`src/design/iirdf2_pkg.sv`:
```
// ----------------------------------------------------------------------------
// IIR direct form II package
// Shared widths, register indexes, sequencer steps and rounding helpers.
// ----------------------------------------------------------------------------
`default_nettype none

package iirdf2_pkg;

  localparam int ORDER     = 3;
  localparam int SAMPLE_W  = 16;
  localparam int COEF_W    = 18;
  localparam int AUX_W     = 24;
  localparam int FRAC_W    = 14;
  localparam int PROD_W    = COEF_W + AUX_W;
  localparam int ACC_W     = 45;
  localparam int RND_W     = ACC_W - FRAC_W;
  localparam int NUM_REGS  = 7;
  localparam int CFG_IDX_W = 3;
  localparam int STEP_W    = 3;

  // Register indexes on the configuration port
  localparam logic [CFG_IDX_W-1:0] REG_B0 = 3'd0;
  localparam logic [CFG_IDX_W-1:0] REG_B1 = 3'd1;
  localparam logic [CFG_IDX_W-1:0] REG_B2 = 3'd2;
  localparam logic [CFG_IDX_W-1:0] REG_B3 = 3'd3;
  localparam logic [CFG_IDX_W-1:0] REG_A1 = 3'd4;
  localparam logic [CFG_IDX_W-1:0] REG_A2 = 3'd5;
  localparam logic [CFG_IDX_W-1:0] REG_A3 = 3'd6;

  localparam logic signed [COEF_W-1:0] B0_RESET = 18'sd16384;
  localparam logic [ACC_W-1:0] ROUND_BIAS = ACC_W'(1) << (FRAC_W - 1);

  // Sequencer steps: each but STEP_LAST names the product it issues
  localparam logic [STEP_W-1:0] STEP_A1H1 = 3'd0;
  localparam logic [STEP_W-1:0] STEP_A2H2 = 3'd1;
  localparam logic [STEP_W-1:0] STEP_A3H3 = 3'd2;
  localparam logic [STEP_W-1:0] STEP_B1H1 = 3'd3;
  localparam logic [STEP_W-1:0] STEP_B2H2 = 3'd4;
  localparam logic [STEP_W-1:0] STEP_B3H3 = 3'd5;
  localparam logic [STEP_W-1:0] STEP_B0W  = 3'd6;
  localparam logic [STEP_W-1:0] STEP_LAST = 3'd7;

  typedef struct packed {
    logic load_x;
    logic load_prod;
    logic add;
  } mac_ctrl_t;

  typedef struct packed {
    logic signed [AUX_W-1:0] value;
    logic                    ovf;
  } aux_sat_t;

  typedef struct packed {
    logic signed [SAMPLE_W-1:0] value;
    logic                       ovf;
  } out_sat_t;

  // Add half an LSB, then floor shift by the fraction width
  function automatic logic [RND_W-1:0] round_acc(input logic [ACC_W-1:0] acc);
    logic [ACC_W-1:0] biased;
    biased = acc + ROUND_BIAS;
    return biased[ACC_W-1:FRAC_W];
  endfunction

  function automatic aux_sat_t sat_aux(input logic [RND_W-1:0] v);
    aux_sat_t res;
    logic [RND_W-AUX_W:0] top;
    top = v[RND_W-1:AUX_W-1];
    res.ovf = (top != '0) && (top != '1);
    if (res.ovf) begin
      res.value = v[RND_W-1] ? {1'b1, {(AUX_W-1){1'b0}}} : {1'b0, {(AUX_W-1){1'b1}}};
    end else begin
      res.value = v[AUX_W-1:0];
    end
    return res;
  endfunction

  function automatic out_sat_t sat_out(input logic [RND_W-1:0] v);
    out_sat_t res;
    logic [RND_W-SAMPLE_W:0] top;
    top = v[RND_W-1:SAMPLE_W-1];
    res.ovf = (top != '0) && (top != '1);
    if (res.ovf) begin
      res.value = v[RND_W-1] ? {1'b1, {(SAMPLE_W-1){1'b0}}} : {1'b0, {(SAMPLE_W-1){1'b1}}};
    end else begin
      res.value = v[SAMPLE_W-1:0];
    end
    return res;
  endfunction

endpackage

`default_nettype wire

```
`src/design/iirdf2_mac.sv`:
```
// ----------------------------------------------------------------------------
// IIR direct form II multiply-accumulate unit
// Registered 18x24 signed multiplier feeding a 45-bit accumulator.
// ----------------------------------------------------------------------------
`default_nettype none

module iirdf2_mac import iirdf2_pkg::*; (
  input  wire logic                       clk,
  input  wire mac_ctrl_t                  ctrl,
  input  wire logic signed [SAMPLE_W-1:0] sample,
  input  wire logic signed [COEF_W-1:0]   coef,
  input  wire logic signed [AUX_W-1:0]    data,
  output      logic [ACC_W-1:0]           acc
);

  logic signed [PROD_W-1:0] prod_r;
  logic [ACC_W-1:0]         acc_r;
  logic [ACC_W-1:0]         acc_nxt;
  logic [ACC_W-1:0]         prod_ext;
  logic [ACC_W-1:0]         sample_ext;

  assign prod_ext   = {{(ACC_W-PROD_W){prod_r[PROD_W-1]}}, prod_r};
  assign sample_ext = {{(ACC_W-SAMPLE_W-FRAC_W){sample[SAMPLE_W-1]}}, sample,
                       {FRAC_W{1'b0}}};

  always_comb begin
    acc_nxt = acc_r;
    if (ctrl.load_x) begin
      acc_nxt = sample_ext;
    end else if (ctrl.load_prod) begin
      acc_nxt = prod_ext;
    end else if (ctrl.add) begin
      acc_nxt = acc_r + prod_ext;
    end
  end

  always_ff @(posedge clk) begin
    prod_r <= coef * data;
    acc_r  <= acc_nxt;
  end

  assign acc = acc_r;

endmodule

`default_nettype wire

```
`src/design/iir_direct_form_two_filter.sv`:
```
// ----------------------------------------------------------------------------
// Third-order direct form II IIR filter
// One shared MAC computes the auxiliary value and the output per sample.
// ----------------------------------------------------------------------------
// Usage:
//   in_*  : one signed 16-bit sample per request (valid/ready).
//   out_* : one saturated 16-bit response plus overflow flag per request.
//   cfg_* : write channel for the seven Q3.14 gains, index 0..6, always
//           ready; an index of 7 is dropped. Write only while idle.
// Timing:
//   A sample runs from acceptance to out_valid through eight steps of
//   the registered multiplier and accumulator (seven products, each
//   accumulated in the step after its issue) and one step to round and
//   saturate the output. in_ready is high only when the sequencer is
//   idle, so a new sample is taken only once the last one is done.
//   The result sits in an output register; if the receiver stalls, the
//   sequencer holds in its final step until the register frees up.
// Reset:
//   rst_n (synchronous) clears the history, loads gain b0 = 1.0 and the
//   other gains to zero, and empties the output register.
// ----------------------------------------------------------------------------
`default_nettype none

module iir_direct_form_two_filter import iirdf2_pkg::*; (
  input  wire logic                        clk,
  input  wire logic                        rst_n,
  input  wire logic                        in_valid,
  output      logic                        in_ready,
  input  wire logic signed [SAMPLE_W-1:0]  in_sample_in,
  output      logic                        out_valid,
  input  wire logic                        out_ready,
  output      logic signed [SAMPLE_W-1:0]  out_sample_out,
  output      logic                        out_overflow,
  input  wire logic                        cfg_valid,
  output      logic                        cfg_ready,
  input  wire logic [CFG_IDX_W-1:0]        cfg_index,
  input  wire logic signed [COEF_W-1:0]    cfg_data
);

  typedef enum logic [2:0] {
    ST_IDLE = 3'b001,
    ST_RUN  = 3'b010,
    ST_OUT  = 3'b100
  } state_t;

  state_t                     state_r, state_nxt;
  logic [STEP_W-1:0]          step_r, step_nxt;
  logic signed [COEF_W-1:0]   gain_r [NUM_REGS];
  logic signed [AUX_W-1:0]    hist_r [ORDER];
  logic signed [AUX_W-1:0]    w_r;
  logic                       ovf_r;
  logic                       out_valid_r;
  logic signed [SAMPLE_W-1:0] sample_out_r;
  logic                       overflow_r;

  mac_ctrl_t                  mac_ctrl;
  logic signed [COEF_W-1:0]   coef_sel;
  logic signed [AUX_W-1:0]    data_sel;
  logic [ACC_W-1:0]           acc;
  aux_sat_t                   w_sat;
  out_sat_t                   y_sat;
  logic                       in_fire;
  logic                       out_load;

  assign cfg_ready = 1'b1;
  assign in_ready  = (state_r == ST_IDLE);
  assign in_fire   = in_valid && in_ready;
  assign out_load  = (state_r == ST_OUT) && (!out_valid_r || out_ready);

  assign w_sat = sat_aux(round_acc(acc));
  assign y_sat = sat_out(round_acc(acc));

  // Operand select for the product issued this step
  always_comb begin
    case (step_r)
      STEP_A1H1: begin coef_sel = gain_r[REG_A1]; data_sel = hist_r[0]; end
      STEP_A2H2: begin coef_sel = gain_r[REG_A2]; data_sel = hist_r[1]; end
      STEP_A3H3: begin coef_sel = gain_r[REG_A3]; data_sel = hist_r[2]; end
      STEP_B1H1: begin coef_sel = gain_r[REG_B1]; data_sel = hist_r[0]; end
      STEP_B2H2: begin coef_sel = gain_r[REG_B2]; data_sel = hist_r[1]; end
      STEP_B3H3: begin coef_sel = gain_r[REG_B3]; data_sel = hist_r[2]; end
      STEP_B0W:  begin coef_sel = gain_r[REG_B0]; data_sel = w_r;       end
      default:   begin coef_sel = gain_r[REG_B0]; data_sel = w_r;       end
    endcase
  end

  // Load x, then sum each product one step after issue; B2H2 starts anew
  always_comb begin
    mac_ctrl = '0;
    if (in_fire) begin
      mac_ctrl.load_x = 1'b1;
    end else if (state_r == ST_RUN) begin
      if (step_r == STEP_B2H2) begin
        mac_ctrl.load_prod = 1'b1;
      end else if (step_r != STEP_A1H1) begin
        mac_ctrl.add = 1'b1;
      end
    end
  end

  always_comb begin
    state_nxt = state_r;
    step_nxt  = step_r;
    case (state_r)
      ST_IDLE: begin
        if (in_fire) begin
          state_nxt = ST_RUN;
          step_nxt  = STEP_A1H1;
        end
      end
      ST_RUN: begin
        step_nxt = step_r + 1'b1;
        if (step_r == STEP_LAST) begin
          state_nxt = ST_OUT;
        end
      end
      ST_OUT: begin
        if (out_load) begin
          state_nxt = ST_IDLE;
        end
      end
      default: begin
        state_nxt = ST_IDLE;
      end
    endcase
  end

  iirdf2_mac u_mac (
    .clk    (clk),
    .ctrl   (mac_ctrl),
    .sample (in_sample_in),
    .coef   (coef_sel),
    .data   (data_sel),
    .acc    (acc)
  );

  always_ff @(posedge clk) begin
    if (!rst_n) begin
      state_r     <= ST_IDLE;
      step_r      <= '0;
      out_valid_r <= 1'b0;
      for (int k = 0; k < NUM_REGS; k++) begin
        gain_r[k] <= (CFG_IDX_W'(k) == REG_B0) ? B0_RESET : '0;
      end
      for (int k = 0; k < ORDER; k++) begin
        hist_r[k] <= '0;
      end
    end else begin
      state_r <= state_nxt;
      step_r  <= step_nxt;

      if (cfg_valid && cfg_ready && (cfg_index <= REG_A3)) begin
        gain_r[cfg_index] <= cfg_data;
      end

      if (out_load) begin
        out_valid_r <= 1'b1;
        // advance the history with the new auxiliary value
        hist_r[0] <= w_r;
        for (int k = 1; k < ORDER; k++) begin
          hist_r[k] <= hist_r[k-1];
        end
      end else if (out_ready) begin
        out_valid_r <= 1'b0;
      end
    end
  end

  always_ff @(posedge clk) begin
    if (in_fire) begin
      ovf_r <= 1'b0;
    end else if ((state_r == ST_RUN) && (step_r == STEP_B2H2)) begin
      w_r   <= w_sat.value;
      ovf_r <= w_sat.ovf;
    end
    if (out_load) begin
      sample_out_r <= y_sat.value;
      overflow_r   <= ovf_r || y_sat.ovf;
    end
  end

  assign out_valid      = out_valid_r;
  assign out_sample_out = sample_out_r;
  assign out_overflow   = overflow_r;

endmodule

`default_nettype wire
```
`config.mk`:
```
export PLATFORM = sky130hd
export DESIGN_NAME = iir_direct_form_two_filter
export DESIGN_NICKNAME = d
export VERILOG_FILES = /design/src/design/iirdf2_pkg.sv /design/src/design/iirdf2_mac.sv /design/src/design/iir_direct_form_two_filter.sv
export SDC_FILE = /design/constraint.sdc
export NUM_CORES = 2
export LEC_CHECK = 0
export ABC_AREA = 1
export BUFFER_PORTS_ARGS = -buffer_cell sky130_fd_sc_hd__buf_4
export CORE_MARGIN = 2
export CORE_UTILIZATION = 60
export DETAILED_ROUTE_END_ITERATION = 6
export PLACE_DENSITY = 0.77
export SYNTH_ARGS = -nofsm -noshare
export SYNTH_HDL_FRONTEND = slang
export SYNTH_SLANG_ARGS = --single-unit
```
`constraint.sdc`:
```
create_clock -name clk -period 9.2 [get_ports clk]
set_input_delay 1.38 -clock clk [delete_from_list [all_inputs] [get_ports clk]]
set_output_delay 1.38 -clock clk [all_outputs]
set_load 0.005 [all_outputs]
```
==> impl_metrics.yaml <==
run_status:
  outcome: "finished, final reports clean"
setup_path:
  critPathKind: "reg2reg"
  cp-end-kind: "register"
  r2r_end: "u_mac.prod_r[33]"
  startpoint_type: "register"
  slowest_stage: "fa_1"
  cp_common_cell: "fa_1"
  worstPathRequired_ns: 9.62
  worst_path_dominant_cell_family: "adder cells"
  reg2reg_from: "step_r[0]"
  r2r_slack_ns: 0.74
  max_stage_delay_ns: 0.59
  critPathMaxFanout: 28
  worst-path-buf-inv: 7
  crit_arrival_ns: 8.88
  worstRegToRegCells: 27
die:
  die_y_um: 241
  start_util: 0.603
  coreArea_um2: 56100
  boundaryPins: 62
  rows: 87
  die_area_um2: 58300
  die_w_um: 241
timing:
  tns_ns: 0
  fin_worst_skew_ns: 0.0290
  slew_violations: 0
  fmax_mhz: 118
  finalCritPeriodShare: 0.920
  worst_pin_slew_ns: 1.05
  hold_violations: 0
  slew_headroom: 0.295
  fin_crit_ns: 8.46
  grt_setup_unrepaired: "false"
  finalSetupViolCount: 0
  fin_hold_ws_ns: 0.448
logic_synthesis:
  syn_area_per_cell_um2: 8.12
  yosysWarnings: 0
  synth_fa_ha_area_frac: 0.310
  seq_area_frac_synth: 0.272
  yosysTopAreaCellShare: 0.252
  synthCells: 4166
  synth_area_leaders: "fa_1 (25%), edfxtp_1 (22%), nand2_1 (11%)"
  synth.area.mux_share: 0
  synth_nets: 4791
  ys_types: 52
  synth_area_um2: 33800
  ys_seq_elements: 334
  synthFlopType: "edfxtp_1"
  synth_xor_xnor_area_share: 0.0181
  synth_top_family_by_area: "adder cells"
  synth_compound_area_frac: 0.0781
  yosys.area.top_type: "fa_1"
  synth_edf_count: 252
  synthSimpleGateAreaFrac: 0.206
  ys_async_sr_fraction: 0
global_route:
  grt_pass1_vias: 27749
  grt_first_pass_wirelength_um: 157000
  grt_use_total: 0.359
  overflow: 0
  grt_max_degree: 73
  antenna_found_initial: 0
routing:
  drtAntennaViolNets: 0
  viasPerCell: 5.60
  dr.pass1.iters: 6
  routed_wl_um: 101000
  drc: 0
  drt_iter0_drc: 2816
  wl_per_cell_um: 20.1
  vias: 27937
worst_hold_path:
  hold_start: "gain_r[6][12]"
  hold_path_depth: 2
  whs_endpoint: "gain_r[6][12]"
  hp-class: "reg2reg"
clock_network:
  root_buffer: "clkbuf_16"
  cts_tree: "built"
  path_clk_slew_ns: 0.06
  clock_latency_ns: 0.54
  cts_max_path_buffers: 3
  cts_made_buffers: 35
  cts_sinks: 334
  cts_htree_levels: 2
  cts_hold_buf: 0
layout:
  final_common_cell: "nand2_1"
  antenna_cells: 0
  seq_area_um2: 9210
  flow.area_growth_from_synthesis_pct: 7.18
  multiInputGateArea_um2: 20700
  nNetsFinal: 4832
  layout-drive-gt1-share: 0.0576
  mostFrequentLayoutCells: "nand2_1 (977), inv_1 (869), nor2_1 (573), fa_1 (426), edfxtp_1 (252)"
  fillers: 4921
placed_design:
  dp_hpwl_um: 80600
  place_congestion: 1.03
  portBuffers: 60
flow_run:
  maxCapViolCount: 0
area by class of cell:
| class | instances | area share |
|---|---|---|
| multi-input cells | 2827 | 0.572 |
| inverters | 898 | 0.0931 |
| clock inverters | 18 | 0.00483 |
| clock buffers | 45 | 0.0263 |
| well taps | 756 | 0.0261 |
| repair buffers | 111 | 0.0233 |
| flip-flops and latches | 334 | 0.254 |
logic make-up after synthesis:
logic type	Yosys count
AOI/OAI and AO/OA	423
xor gates and xnor gates	70
adders and majority gates	583
buffers and inverters	1005
DFF	334
other	1
and+or+nand+nor	1750
worst reg2reg max path: cells and delay by family (launching register included):
family                     cells  cell delay (ns)
AOI/OAI and AO/OA              2             0.98
xor gates and xnor gates       1             0.24
adders and majority gates      8             3.72
buffers and inverters          7             1.21
DFF                            1             0.35
and+or+nand+nor                9             1.81
synth_stat cells, types with 23 or more instances:
cell type	instances
fa_1	426
clkbuf_1	46
dfxtp_1	82
xnor2_1	23
edfxtp_1	252
nand3_1	107
ha_1	157
a21oi_1	134
o21ai_0	147
xor2_1	47
buf_2	50
inv_1	869
nand4_1	47
nor2_1	574
nand2_1	978
per-stage QoR:
step	worst slack (ns)	cells	area, µm²	utilization
after detailed placement	0.537	4926	35100	0.626
after floorplan	2.09	4166	33800	-
after CTS	0.484	4989	36200	0.646
final	0.741	4989	36200	0.646
after global routing	0.246	4989	36200	0.646
after global placement	0.425	4926	35100	0.626
worst max-delay path by stage:
stage | from | to | slack [ns] | cells after the start
final | step_r[0] | u_mac.prod_r[33] | 0.74 | 27
after global placement | step_r[0] | u_mac.prod_r[23] | 0.42 | 31
after CTS | step_r[0] | u_mac.prod_r[23] | 0.48 | 31
after detailed placement | step_r[0] | u_mac.prod_r[23] | 0.54 | 31
after floorplan | out_ready | hist_r[0][0] | 2.09 | 2
after global routing | step_r[0] | u_mac.prod_r[40] | 0.25 | 32
routing by layer:
layer / wire [µm] / GRT usage
met5: 0 / 0
met4: 5340 / 0.158
met3: 9850 / 0.0727
met2: 45100 / 0.559
met1: 40200 / 0.489
state kept, by name, summed over array words and instances (netlist names), 3 cells and up:
| register | flops |
|---|---|
| w_r | 24 |
| u_mac.acc | 45 |
| step_r | 3 |
| state_r | 3 |
| out_sample_out | 16 |
| u_mac.prod_r | 42 |
| hist_r | 72 |
| gain_r | 126 |
timing repair:
item                                    4_1_cts  5_1_grt
gates resized for setup                       0        1
endpoints found under the setup margin        0        4
buffers inserted                              0        0
Power is left out: the tool's default activity adds up to more than one toggle a clock period on the data nets, which glitch-free logic cannot reach.
